## config.mk

```make
export PLATFORM = sky130hd
export DESIGN_NAME = timed_event_scheduler
export DESIGN_NICKNAME = d
export VERILOG_FILES = /design/src/hdl/tes_pkg.sv /design/src/hdl/tes_queue.sv /design/src/hdl/tes_clock.sv /design/src/hdl/tes_ctrl.sv /design/src/hdl/timed_event_scheduler.sv
export VERILOG_INCLUDE_DIRS = /design/src /design/src/hdl
export SDC_FILE = /design/constraint.sdc
export NUM_CORES = 2
export LEC_CHECK = 0
export BUFFER_PORTS_ARGS = -buffer_cell sky130_fd_sc_hd__buf_4
export CORE_ASPECT_RATIO = 1.5
export CORE_MARGIN = 3
export CORE_UTILIZATION = 45
export DETAILED_ROUTE_END_ITERATION = 8
export PLACE_DENSITY = 0.63
export SKIP_CTS_REPAIR_TIMING = 1
export SLEW_MARGIN = 10
export SYNTH_ARGS = -nofsm -noshare
export SYNTH_HDL_FRONTEND = slang
export SYNTH_SLANG_ARGS = --single-unit
```

## constraint.sdc

```tcl
create_clock -name clk_i -period 13.9 [get_ports clk_i]
set_input_delay 1.39 -clock clk_i [delete_from_list [all_inputs] [get_ports clk_i]]
set_output_delay 1.39 -clock clk_i [all_outputs]
set_load 0.03 [all_outputs]
```

## src/hdl/timed_event_scheduler_defines.svh

```systemverilog
// ---------------------------------------------------------------------------
// Assertion macros for the timed event scheduler
// ---------------------------------------------------------------------------
`ifndef TIMED_EVENT_SCHEDULER_DEFINES_SVH
`define TIMED_EVENT_SCHEDULER_DEFINES_SVH

// Same-cycle implication, checked out of reset
`define TES_ASSERT_IMP(label, clk, rst_n, ante, cons, msg) \
  label: assert property (@(posedge clk) disable iff (!rst_n) (ante) |-> (cons)) \
    else $error(msg);

// Next-cycle implication, checked out of reset
`define TES_ASSERT_NXT(label, clk, rst_n, ante, cons, msg) \
  label: assert property (@(posedge clk) disable iff (!rst_n) (ante) |=> (cons)) \
    else $error(msg);

`endif

```

## src/hdl/tes_pkg.sv

```systemverilog
// ---------------------------------------------------------------------------
// tes_pkg
// Shared types and constants of the timed event scheduler.
// ---------------------------------------------------------------------------
package tes_pkg;

  // Field widths
  localparam int TIME_W = 24;
  localparam int KIND_W = 8;
  localparam int ADV_W  = 10;
  localparam int DAY_W  = 14;
  localparam int HOUR_W = 5;
  localparam int MIN_W  = 6;

  // Queue sizing
  localparam int QUEUE_DEPTH = 16;
  localparam int CNT_W       = $clog2(QUEUE_DEPTH + 1);
  localparam int MAX_RESULTS = 16;
  localparam int FIRE_CNT_W  = $clog2(MAX_RESULTS);

  // Calendar constants
  localparam int MIN_PER_HOUR = 60;
  localparam int HOUR_PER_DAY = 24;
  localparam int MIN_PER_DAY  = MIN_PER_HOUR * HOUR_PER_DAY;
  localparam logic [TIME_W-1:0] TIME_MAX = {TIME_W{1'b1}};

  // Calendar reading at a saturated clock
  localparam int SAT_DAY  = TIME_MAX / MIN_PER_DAY + 1;
  localparam int SAT_HOUR = (TIME_MAX % MIN_PER_DAY) / MIN_PER_HOUR;
  localparam int SAT_MIN  = TIME_MAX % MIN_PER_HOUR;

  // Reset reading: day 1, 08:00
  localparam int RST_DAY  = 1;
  localparam int RST_HOUR = 8;
  localparam int RST_MIN  = 0;
  localparam int RST_ABS  = RST_HOUR * MIN_PER_HOUR + RST_MIN;

  // x / 60 as (x * 1093) >> 16, exact for x below 1083
  localparam int RECIP_60    = 1093;
  localparam int RECIP_SHIFT = 16;

  typedef enum logic [1:0] {
    STS_INSERTED = 2'd0,
    STS_REJECTED = 2'd1,
    STS_FIRED    = 2'd2,
    STS_NONE_DUE = 2'd3
  } status_e;

  typedef enum logic [2:0] {
    S_IDLE,
    S_INS,
    S_ADV_SUM,
    S_ADV_SPLIT,
    S_FIRE
  } state_e;

  typedef struct packed {
    logic                     op;
    logic [TIME_W-1:0]        event_time;
    logic signed [KIND_W-1:0] event_kind;
    logic [ADV_W-1:0]         advance_minutes;
  } in_item_t;

  typedef struct packed {
    status_e                  status;
    logic [TIME_W-1:0]        fired_time;
    logic signed [KIND_W-1:0] fired_kind;
    logic [DAY_W-1:0]         day_now;
    logic [HOUR_W-1:0]        hour_now;
    logic [MIN_W-1:0]         minute_now;
    logic                     last;
  } out_item_t;

  // Controller to datapath
  typedef struct packed {
    logic    capture;
    logic    push;
    logic    pop;
    logic    clk_sum;
    logic    clk_split;
    logic    load_out;
    status_e out_status;
    logic    out_last;
  } ctrl_cmd_t;

  // Datapath to controller
  typedef struct packed {
    logic in_op;
    logic out_free;
    logic q_full;
    logic head_due;
    logic next_due;
  } ctrl_sts_t;

endpackage

```

## src/hdl/tes_queue.sv

```systemverilog
// ---------------------------------------------------------------------------
// tes_queue
// Sorted event queue: a row of cells ordered by due time, with a parallel
// position compare on insert and a one-cell shift on pop.
// ---------------------------------------------------------------------------
`include "timed_event_scheduler_defines.svh"

module tes_queue (
  input  logic                             clk_i,
  input  logic                             rst_ni,
  input  logic                             push_i,
  input  logic [tes_pkg::TIME_W-1:0]       push_time_i,
  input  logic signed [tes_pkg::KIND_W-1:0] push_kind_i,
  input  logic                             pop_i,
  input  logic [tes_pkg::TIME_W-1:0]       now_i,
  output logic                             full_o,
  output logic                             head_due_o,
  output logic                             next_due_o,
  output logic [tes_pkg::TIME_W-1:0]       head_time_o,
  output logic signed [tes_pkg::KIND_W-1:0] head_kind_o
);
  import tes_pkg::*;

  logic [TIME_W-1:0]        time_q [QUEUE_DEPTH];
  logic signed [KIND_W-1:0] kind_q [QUEUE_DEPTH];
  logic [CNT_W-1:0]         count_q, count_d;
  logic [QUEUE_DEPTH-1:0]   le;

  // Flag live cells due at or before the new event
  always_comb begin
    for (int i = 0; i < QUEUE_DEPTH; i++) begin
      le[i] = (CNT_W'(i) < count_q) && (time_q[i] <= push_time_i);
    end
  end

  // Insert after all earlier-or-equal entries, or shift toward the head
  for (genvar i = 0; i < QUEUE_DEPTH; i++) begin : g_cell
    if (i == 0) begin : g_head
      always_ff @(posedge clk_i) begin
        if (push_i && !le[0]) begin
          time_q[0] <= push_time_i;
          kind_q[0] <= push_kind_i;
        end else if (pop_i) begin
          time_q[0] <= time_q[1];
          kind_q[0] <= kind_q[1];
        end
      end
    end else begin : g_body
      always_ff @(posedge clk_i) begin
        if (push_i && !le[i]) begin
          if (le[i-1]) begin
            time_q[i] <= push_time_i;
            kind_q[i] <= push_kind_i;
          end else begin
            time_q[i] <= time_q[i-1];
            kind_q[i] <= kind_q[i-1];
          end
        end else if (pop_i) begin
          if (i < QUEUE_DEPTH - 1) begin
            time_q[i] <= time_q[(i + 1) % QUEUE_DEPTH];
            kind_q[i] <= kind_q[(i + 1) % QUEUE_DEPTH];
          end
        end
      end
    end
  end

  // Track the fill level
  always_comb begin
    count_d = count_q;
    if (push_i) begin
      count_d = count_q + CNT_W'(1);
    end else if (pop_i) begin
      count_d = count_q - CNT_W'(1);
    end
  end

  always_ff @(posedge clk_i or negedge rst_ni) begin
    if (!rst_ni) begin
      count_q <= '0;
    end else begin
      count_q <= count_d;
    end
  end

  assign full_o      = (count_q == CNT_W'(QUEUE_DEPTH));
  assign head_due_o  = (count_q != '0) && (time_q[0] <= now_i);
  assign next_due_o  = (count_q > CNT_W'(1)) && (time_q[1] <= now_i);
  assign head_time_o = time_q[0];
  assign head_kind_o = kind_q[0];

  `TES_ASSERT_IMP(a_cnt_range, clk_i, rst_ni, 1'b1, count_q <= CNT_W'(QUEUE_DEPTH), "queue count out of range")
  `TES_ASSERT_IMP(a_head_sorted, clk_i, rst_ni, count_q > CNT_W'(1), time_q[0] <= time_q[1], "queue head out of order")
  `TES_ASSERT_NXT(a_pop_dec, clk_i, rst_ni, pop_i && !push_i, count_q == $past(count_q) - CNT_W'(1), "pop did not drop one entry")
  `TES_ASSERT_IMP(a_pop_due, clk_i, rst_ni, pop_i, head_due_o && !push_i, "pop of an entry not due")

endmodule

```

## src/hdl/tes_clock.sv

```systemverilog
// ---------------------------------------------------------------------------
// tes_clock
// Absolute minute counter with day/hour/minute reading. An advance runs in
// two steps: add and saturate, then split the minute carry into hours.
// ---------------------------------------------------------------------------
module tes_clock (
  input  logic                        clk_i,
  input  logic                        rst_ni,
  input  logic                        sum_i,
  input  logic                        split_i,
  input  logic [tes_pkg::ADV_W-1:0]   minutes_i,
  output logic [tes_pkg::TIME_W-1:0]  abs_o,
  output logic [tes_pkg::DAY_W-1:0]   day_o,
  output logic [tes_pkg::HOUR_W-1:0]  hour_o,
  output logic [tes_pkg::MIN_W-1:0]   minute_o
);
  import tes_pkg::*;

  localparam int X_W    = ADV_W + 1;
  localparam int PROD_W = X_W + 11;
  localparam int Q_W    = PROD_W - RECIP_SHIFT;
  localparam int HS_W   = HOUR_W + 2;

  logic [TIME_W-1:0] abs_q;
  logic [DAY_W-1:0]  day_q;
  logic [HOUR_W-1:0] hour_q;
  logic [MIN_W-1:0]  min_q;
  logic              sat_q;
  logic [X_W-1:0]    x_q;
  logic [PROD_W-1:0] prod_q;

  logic [TIME_W:0]   sum;
  logic [X_W-1:0]    x;
  logic [Q_W-1:0]    q;
  logic [MIN_W-1:0]  rem;
  logic [HS_W-1:0]   hsum;

  // Add and saturate; start the minute split
  assign sum = {1'b0, abs_q} + (TIME_W + 1)'(minutes_i);
  assign x   = X_W'(min_q) + X_W'(minutes_i);

  // Quotient and remainder by sixty, then wrap hours into days
  assign q    = prod_q[PROD_W-1:RECIP_SHIFT];
  assign rem  = MIN_W'(x_q - X_W'(q) * X_W'(MIN_PER_HOUR));
  assign hsum = HS_W'(hour_q) + HS_W'(q);

  always_ff @(posedge clk_i or negedge rst_ni) begin
    if (!rst_ni) begin
      abs_q  <= TIME_W'(RST_ABS);
      day_q  <= DAY_W'(RST_DAY);
      hour_q <= HOUR_W'(RST_HOUR);
      min_q  <= MIN_W'(RST_MIN);
      sat_q  <= 1'b0;
      x_q    <= '0;
      prod_q <= '0;
    end else begin
      if (sum_i) begin
        abs_q  <= sum[TIME_W] ? TIME_MAX : sum[TIME_W-1:0];
        sat_q  <= sum[TIME_W];
        x_q    <= x;
        prod_q <= PROD_W'(x) * PROD_W'(RECIP_60);
      end
      if (split_i) begin
        if (sat_q) begin
          day_q  <= DAY_W'(SAT_DAY);
          hour_q <= HOUR_W'(SAT_HOUR);
          min_q  <= MIN_W'(SAT_MIN);
        end else begin
          min_q <= rem;
          if (hsum >= HS_W'(HOUR_PER_DAY)) begin
            hour_q <= HOUR_W'(hsum - HS_W'(HOUR_PER_DAY));
            day_q  <= day_q + DAY_W'(1);
          end else begin
            hour_q <= HOUR_W'(hsum);
          end
        end
      end
    end
  end

  assign abs_o    = abs_q;
  assign day_o    = day_q;
  assign hour_o   = hour_q;
  assign minute_o = min_q;

endmodule

```

## src/hdl/tes_ctrl.sv

```systemverilog
// ---------------------------------------------------------------------------
// tes_ctrl
// Sequencer: takes one request, runs the insert or the clock advance, and
// drives one result per cycle while the output register has room.
// ---------------------------------------------------------------------------
module tes_ctrl (
  input  logic               clk_i,
  input  logic               rst_ni,
  input  logic               in_valid_i,
  output logic               in_ready_o,
  input  tes_pkg::ctrl_sts_t sts_i,
  output tes_pkg::ctrl_cmd_t cmd_o
);
  import tes_pkg::*;

  state_e                state_q, state_d;
  logic [FIRE_CNT_W-1:0] fire_cnt_q, fire_cnt_d;
  logic                  fire_last;

  // Stop after the budget of results or when the next entry is not due
  assign fire_last = (fire_cnt_q == FIRE_CNT_W'(MAX_RESULTS - 1)) || !sts_i.next_due;

  always_ff @(posedge clk_i or negedge rst_ni) begin
    if (!rst_ni) begin
      state_q    <= S_IDLE;
      fire_cnt_q <= '0;
    end else begin
      state_q    <= state_d;
      fire_cnt_q <= fire_cnt_d;
    end
  end

  // Next state and commands
  always_comb begin
    state_d    = state_q;
    fire_cnt_d = fire_cnt_q;
    in_ready_o = 1'b0;
    cmd_o      = '0;
    cmd_o.out_status = STS_INSERTED;
    unique case (state_q)
      S_IDLE: begin
        in_ready_o = 1'b1;
        if (in_valid_i) begin
          cmd_o.capture = 1'b1;
          state_d = sts_i.in_op ? S_ADV_SUM : S_INS;
        end
      end
      S_INS: begin
        if (sts_i.out_free) begin
          cmd_o.load_out   = 1'b1;
          cmd_o.out_last   = 1'b1;
          cmd_o.push       = !sts_i.q_full;
          cmd_o.out_status = sts_i.q_full ? STS_REJECTED : STS_INSERTED;
          state_d = S_IDLE;
        end
      end
      S_ADV_SUM: begin
        cmd_o.clk_sum = 1'b1;
        state_d = S_ADV_SPLIT;
      end
      S_ADV_SPLIT: begin
        cmd_o.clk_split = 1'b1;
        fire_cnt_d = '0;
        state_d = S_FIRE;
      end
      S_FIRE: begin
        if (sts_i.out_free) begin
          cmd_o.load_out = 1'b1;
          if (sts_i.head_due) begin
            cmd_o.pop        = 1'b1;
            cmd_o.out_status = STS_FIRED;
            cmd_o.out_last   = fire_last;
            fire_cnt_d = fire_cnt_q + FIRE_CNT_W'(1);
            if (fire_last) begin
              state_d = S_IDLE;
            end
          end else begin
            cmd_o.out_status = STS_NONE_DUE;
            cmd_o.out_last   = 1'b1;
            state_d = S_IDLE;
          end
        end
      end
      default: begin
        state_d = S_IDLE;
      end
    endcase
  end

endmodule

```

## src/hdl/timed_event_scheduler.sv

```systemverilog
// ---------------------------------------------------------------------------
// timed_event_scheduler
// Time-ordered event queue driven by a day/hour/minute clock.
// ---------------------------------------------------------------------------
//  channel | signals                          | direction
//  --------+----------------------------------+----------
//  in      | in_valid_i, in_ready_o, in_data_i | request in
//  out     | out_valid_o, out_ready_i, out_data_o | result out
//
//  Insert: the request is captured in S_IDLE and the result loaded in S_INS.
//  Advance: add/saturate and divide-by-sixty steps of the clock unit, then
//  one fired event per cycle from the queue head while the output has room.
//  Reset: queue empty, clock at day 1, 08:00, no result pending.
//  A stalled output holds its register; the sequencer waits until it drains.
// ---------------------------------------------------------------------------
module timed_event_scheduler (
  input  logic               clk_i,
  input  logic               rst_ni,
  input  logic               in_valid_i,
  output logic               in_ready_o,
  input  tes_pkg::in_item_t  in_data_i,
  output logic               out_valid_o,
  input  logic               out_ready_i,
  output tes_pkg::out_item_t out_data_o
);
  import tes_pkg::*;

  ctrl_cmd_t                cmd;
  ctrl_sts_t                sts;
  in_item_t                 item_q;
  out_item_t                out_q, out_d;
  logic                     out_valid_q;
  logic [TIME_W-1:0]        abs_now;
  logic [DAY_W-1:0]         day_now;
  logic [HOUR_W-1:0]        hour_now;
  logic [MIN_W-1:0]         minute_now;
  logic [TIME_W-1:0]        head_time;
  logic signed [KIND_W-1:0] head_kind;
  logic                     q_full, head_due, next_due;

  tes_ctrl u_ctrl (
    .clk_i      (clk_i),
    .rst_ni     (rst_ni),
    .in_valid_i (in_valid_i),
    .in_ready_o (in_ready_o),
    .sts_i      (sts),
    .cmd_o      (cmd)
  );

  tes_queue u_queue (
    .clk_i       (clk_i),
    .rst_ni      (rst_ni),
    .push_i      (cmd.push),
    .push_time_i (item_q.event_time),
    .push_kind_i (item_q.event_kind),
    .pop_i       (cmd.pop),
    .now_i       (abs_now),
    .full_o      (q_full),
    .head_due_o  (head_due),
    .next_due_o  (next_due),
    .head_time_o (head_time),
    .head_kind_o (head_kind)
  );

  tes_clock u_clock (
    .clk_i     (clk_i),
    .rst_ni    (rst_ni),
    .sum_i     (cmd.clk_sum),
    .split_i   (cmd.clk_split),
    .minutes_i (item_q.advance_minutes),
    .abs_o     (abs_now),
    .day_o     (day_now),
    .hour_o    (hour_now),
    .minute_o  (minute_now)
  );

  // Status back to the sequencer
  always_comb begin
    sts.in_op    = in_data_i.op;
    sts.out_free = !out_valid_q || out_ready_i;
    sts.q_full   = q_full;
    sts.head_due = head_due;
    sts.next_due = next_due;
  end

  // Hold the request
  always_ff @(posedge clk_i) begin
    if (cmd.capture) begin
      item_q <= in_data_i;
    end
  end

  // Build the result
  always_comb begin
    out_d.status     = cmd.out_status;
    out_d.fired_time = (cmd.out_status == STS_FIRED) ? head_time : '0;
    out_d.fired_kind = (cmd.out_status == STS_FIRED) ? head_kind : '0;
    out_d.day_now    = day_now;
    out_d.hour_now   = hour_now;
    out_d.minute_now = minute_now;
    out_d.last       = cmd.out_last;
  end

  // Output register
  always_ff @(posedge clk_i or negedge rst_ni) begin
    if (!rst_ni) begin
      out_valid_q <= 1'b0;
    end else if (cmd.load_out) begin
      out_valid_q <= 1'b1;
    end else if (out_ready_i) begin
      out_valid_q <= 1'b0;
    end
  end

  always_ff @(posedge clk_i) begin
    if (cmd.load_out) begin
      out_q <= out_d;
    end
  end

  assign out_valid_o = out_valid_q;
  assign out_data_o  = out_q;

endmodule

```

# Word level (Yosys, flattened, before mapping)
# Memory sizes are Yosys's and may differ from the RTL's.
# Index checks and enable logic that the tools add are counted.
# Widths: inputs -> output; s select.
# word_totals
regBits	193
mem_bits_rw	512
in_bits	47
output_inout_bits	62
elab_cells	424
n_memories	2
# classes
addsub	9
multipliers	2
order_cmp	36
n_eq_ne	12
muxes	218
bitwise	60
reduce_logical	64
# memory_table
name	depth	word_bits	rd	rd_clocked_by_memory_dff	wr	line	source
u_queue.time_q	16	24	16	0	16	tes_queue.sv:24	logic [TIME_W-1:0] time_q [QUEUE_DEPTH];
u_queue.kind_q	16	8	16	0	16	tes_queue.sv:25	logic signed [KIND_W-1:0] kind_q [QUEUE_DEPTH];
# ops
operator	n
$mux 24	31
$le 24x24->1	18
$mux 8	30
$mux 1	136
$or 1x1->1	60
$lt 4x5->1 const A	8
$logic_and 1x1->1	34
$mux 14	2
$add 24x10->25	1
$mul 11x11->22 const B	1
$lt 3x5->1 const A	4
$mux 5	4
$logic_not 1->1	19
$mux 4	4
$pmux 4 s2	2
$mux 3	5
$pmux 3 s5	1
$add 14x1->14 const B	1
$add 6x10->11	1
$lt 1x5->1 const A	2
$lt 2x5->1 const A	2
$ne 2x2->1 const B	4
$reduce_bool 2->1	4
$add 5x6->7	1
23 further kinds	26

# Logic depth before layout (Yosys ltp)
# An unclocked memory read counts as a cell.
# logic_depth
depth_word	10
depth_mapped	23
depth_no_buf	23

# Cells and area by module
# A second synthesis with hierarchy kept.
# hier_totals
hier_cells	4055
hier_area_um2	44451.4
# by_module_without_submodules
mod	instances	cells_each	area_per_inst_um2	seq_area_each_um2
tes_queue	1	3296	35233.8	15499.9
tes_clock	1	563	5390.2	1559.0
timed_event_scheduler	1	141	3348.2	3088.0
tes_ctrl	1	55	479.2	175.2

# Worst setup path after synthesis
# No wires, ideal clock.
# synth_timing
kind	register to register
from	reg item_q[39] in the netlist's numbering
to	mem u_queue.kind_q[8][0] (netlist: u_queue.kind_q[1][0]), enable pin
setup_ns	0.466
arrival_time_ns	4.692
required_time_ns	13.434
slack_ns	8.742
path_stages_with_launch	10
path_buffers	1
period_less_slack_ns	5.158
cell_sequence	edfxtp_1 > clkinv_1 > ha_1 > nand4_1 > nor4_1 > nand2_1 > a21oi_1 > o22ai_1 > clkbuf_1 > o21ai_0
# synth_rtl
item	line	source
from (decl)	timed_event_scheduler.sv:30	in_item_t item_q;
from (signal assigned)	timed_event_scheduler.sv:89	item_q <= in_data_i;
to (decl)	tes_queue.sv:25	

==> out/qor.txt <==
synth cell count leaders = edfxtp_1 (614), ha_1 (522), nand2_1 (398)
Synth Net Count = 4,689
Worst R2R Setup Slack = 8.11 ns
Root Buffer = clkbuf_16
Area growth, synth to finish = 10.7%
non-filler cells, final = 5,451
crit-path max FO = 19
DRT iter0 DRCs = 4,217
Syn Area/Cell = 10.8 um2
DR vias = 38,000
# fillers = 8,805
Worst Skew = 0.0327 ns
io pins = 109
Clock Pin Slew Worst Setup and Hold Paths = 0.06 ns
WS Path Type = flop to flop
hpwl dp = 119,000 um
Reg-to-Reg End = u_queue.time_q[1][29]$_DFFE_PP_
FMAX = 173 MHz
hold_sp = u_clock.day_o[13]$_DFFE_PN0P_
antenna violations before repair = 6
Num CTS Buffers = 76
pwr/cell area = 234 nW/um2
register area share after synthesis = 0.457
vias in the first global route = 37,200
Netlist cell types = 78
Hold Path Sink = out_data_o[25]$_DFFE_PP_
nature of the critical path endpoint = flop
top post-synthesis cells by area = edfxtp_1 (41%), ha_1 (15%), dfrtp_1 (3.9%)
grt total ovfl = 0
Final Hold Fails = 0
Synth Instances = 4,113
most frequent cell after synthesis = edfxtp_1
CP arrival = 6.28 ns
Post-Route Setup TNS = 0 ns
Die ar. = 103,000 um2
Std-Cell Rows = 140
Die X = 263 um
leading area contributor after synthesis = edfxtp_1
RSZ-0062 raised after global routing = false
clock buffer depth = 3
Antenna Violating Nets Remaining = 0
status = completed
final cycle utilization of the critical path = 0.417
CP startpoint kind = flop
WHS Path Cells = 0
total track usage = 0.320
Async SR Flop Fraction = 0.109
Worst slew margin = 0.165
Area after DPL = 46,700 um2
Slew Limit Fails = 0
Core ar. = 97,600 um2
Via density = 6.97
Post-Place Cells = 5,308
CTS tree = done
wire per inst = 31.1 um
clk sinks = 689
Tightest Pin Transition = 1.25 ns
Post-synth EDFFs = 614
post-layout util = 0.504
Syn Std Cell Area = 44,500 um2
CTS H-tree depth = 3
final instance area = 49,200 um2
largest net degree at the start of global routing = 240
VDD IR max = 0.160 mV
Tmin final = 5.79 ns
Final nets = 4,684
Die Y = 391 um
Worst Path Required = 14.39 ns
Placer Congestion = 0.961
number of synthesized register bits = 689
area share of the largest cell type after synthesis = 0.415
Starting Density = 0.456
Pre-antenna DRT Iters = 6
final setup fails = 0
Hold Crit Class = flop to flop
first-pass GRT wire length = 245,000 um
dominant synthesized flop cell = edfxtp_1
worst-skew pair later-pin latency = 0.69 ns
Synth Warn # = 0
P_leak = 17.9 nW
share of cells above drive strength 1 = 0.0945
Residual DRC = 0
Crit. Startpoint = item_q[35]$_DFFE_PP_
FF-to-FF path depth = 10
IO buf count = 108
final wirelength = 169,000 um
max cap viols = 0
Critical R2R Launch = item_q[35]$_DFFE_PP_
-- power by group --
group | internal (W) | switching (W) | leakage [nW]
clock | 0.00120 | 0.000925 | 1.22
combinational | 0.00192 | 0.00357 | 10.1
sequential | 0.00318 | 0.000722 | 6.55
total | 0.00629 | 0.00522 | 17.9
-- metal layers --
| metal | vias to the layer above | part of all wire | GRT usage |
|---|---|---|---|
| li1 | 16500 | - | - |
| met1 | 18600 | 0.34 | 0.343 |
| met2 | 2093 | 0.48 | 0.546 |
| met3 | 761 | 0.070 | 0.0551 |
| met4 | 0 | 0.10 | 0.278 |
| met5 | - | 0 | 0 |
-- worst max-delay path by stage --
stage	end	slack, ns	cells past startpoint
4_1_cts	u_clock.prod_q[20]$_DFFE_PN0P_	8.20	20
6_report	u_queue.time_q[1][29]$_DFFE_PP_	8.11	10
5_1_grt	u_clock.prod_q[20]$_DFFE_PN0P_	7.79	20
3_5_place_dp	u_clock.prod_q[20]$_DFFE_PN0P_	8.21	20
3_3_place_gp	u_queue.time_q[5][22]$_DFFE_PP_	8.26	10
2_1_floorplan	u_queue.kind_q[1][0]$_DFFE_PP_	8.74	9
-- sequential cells by signal, summed over array words and instances, names as in the netlist, 6 cells and up --
register and cells:
u_clock.day_o 14, u_queue.kind_q 128, u_clock.prod_q 6, item_q 42
u_queue.time_q 384, u_clock.minute_o 6, out_data_o 60, u_clock.abs_o 24
u_clock.x_q 6
-- area by class of cell --
class,count,area (um2),share of cell area
Inverter,117,439,0.00892
Sequential cell,689,20300,0.413
Antenna cell,4,10.0,0.000203
Multi-Input combinational cell,3019,22800,0.462
Timing Repair Buffer,205,1560,0.0318
Clock buffer,90,2030,0.0412
Clock inverter,49,495,0.0101
Tap cell,1278,1600,0.0325
-- per-stage QoR --
step	setup slack (ns)	hold slack [ns]	total power [W]
2_1_floorplan	8.74	0.440	0.00722
3_3_place_gp	8.26	0.457	0.00924
3_5_place_dp	8.21	0.457	0.00932
4_1_cts	8.20	0.472	0.0114
5_1_grt	7.79	0.482	0.0122
6_report	8.11	0.474	0.0115
-- layout by cell type (no fill, tap or decap), drive strengths merged, types with 12 or more instances in the layout --
master	count
dfrtp	69
mux2	36
a32oi	160
o21a	15
nor4	20
xnor2	33
a21o	45
nand2	398
buf	205
a21oi	272
o21ai	149
clkinv	55
nand4	102
and2	73
inv	97
o211ai	224
xor2	15
o311ai	69
a211oi	24
o2111ai	65
a221o	70
ha	522
o31ai	172
nor2b	26
nand3	57
clkbuf	90
edfxtp	614
nor2	149
a22oi	12
a31oi	78
and3	46
nor3	37
a21boi	15
-- logic make-up after synthesis --
family          count (synthesis)  share of synthesized area
xor+xnor                       48                    0.00945
flops                         689                      0.457
compound gates               1443                      0.233
simple gates                  956                      0.102
fa+ha+maj                     529                      0.150
mux                            43                     0.0107
buf+inv                       405                     0.0375
-- worst max-delay path: stages, from the launching register on --
cell      delay, ns
edfxtp_1       0.64
clkinv_1       0.76
ha_1           0.61
nand4_1        0.15
nor4_1         0.86
nand2_1        0.33
o311a_1        0.26
a211oi_1       0.93
nor2_2         0.40
buf_4          0.36
o31ai_1        0.24
(Power assumes the default switching activity.)
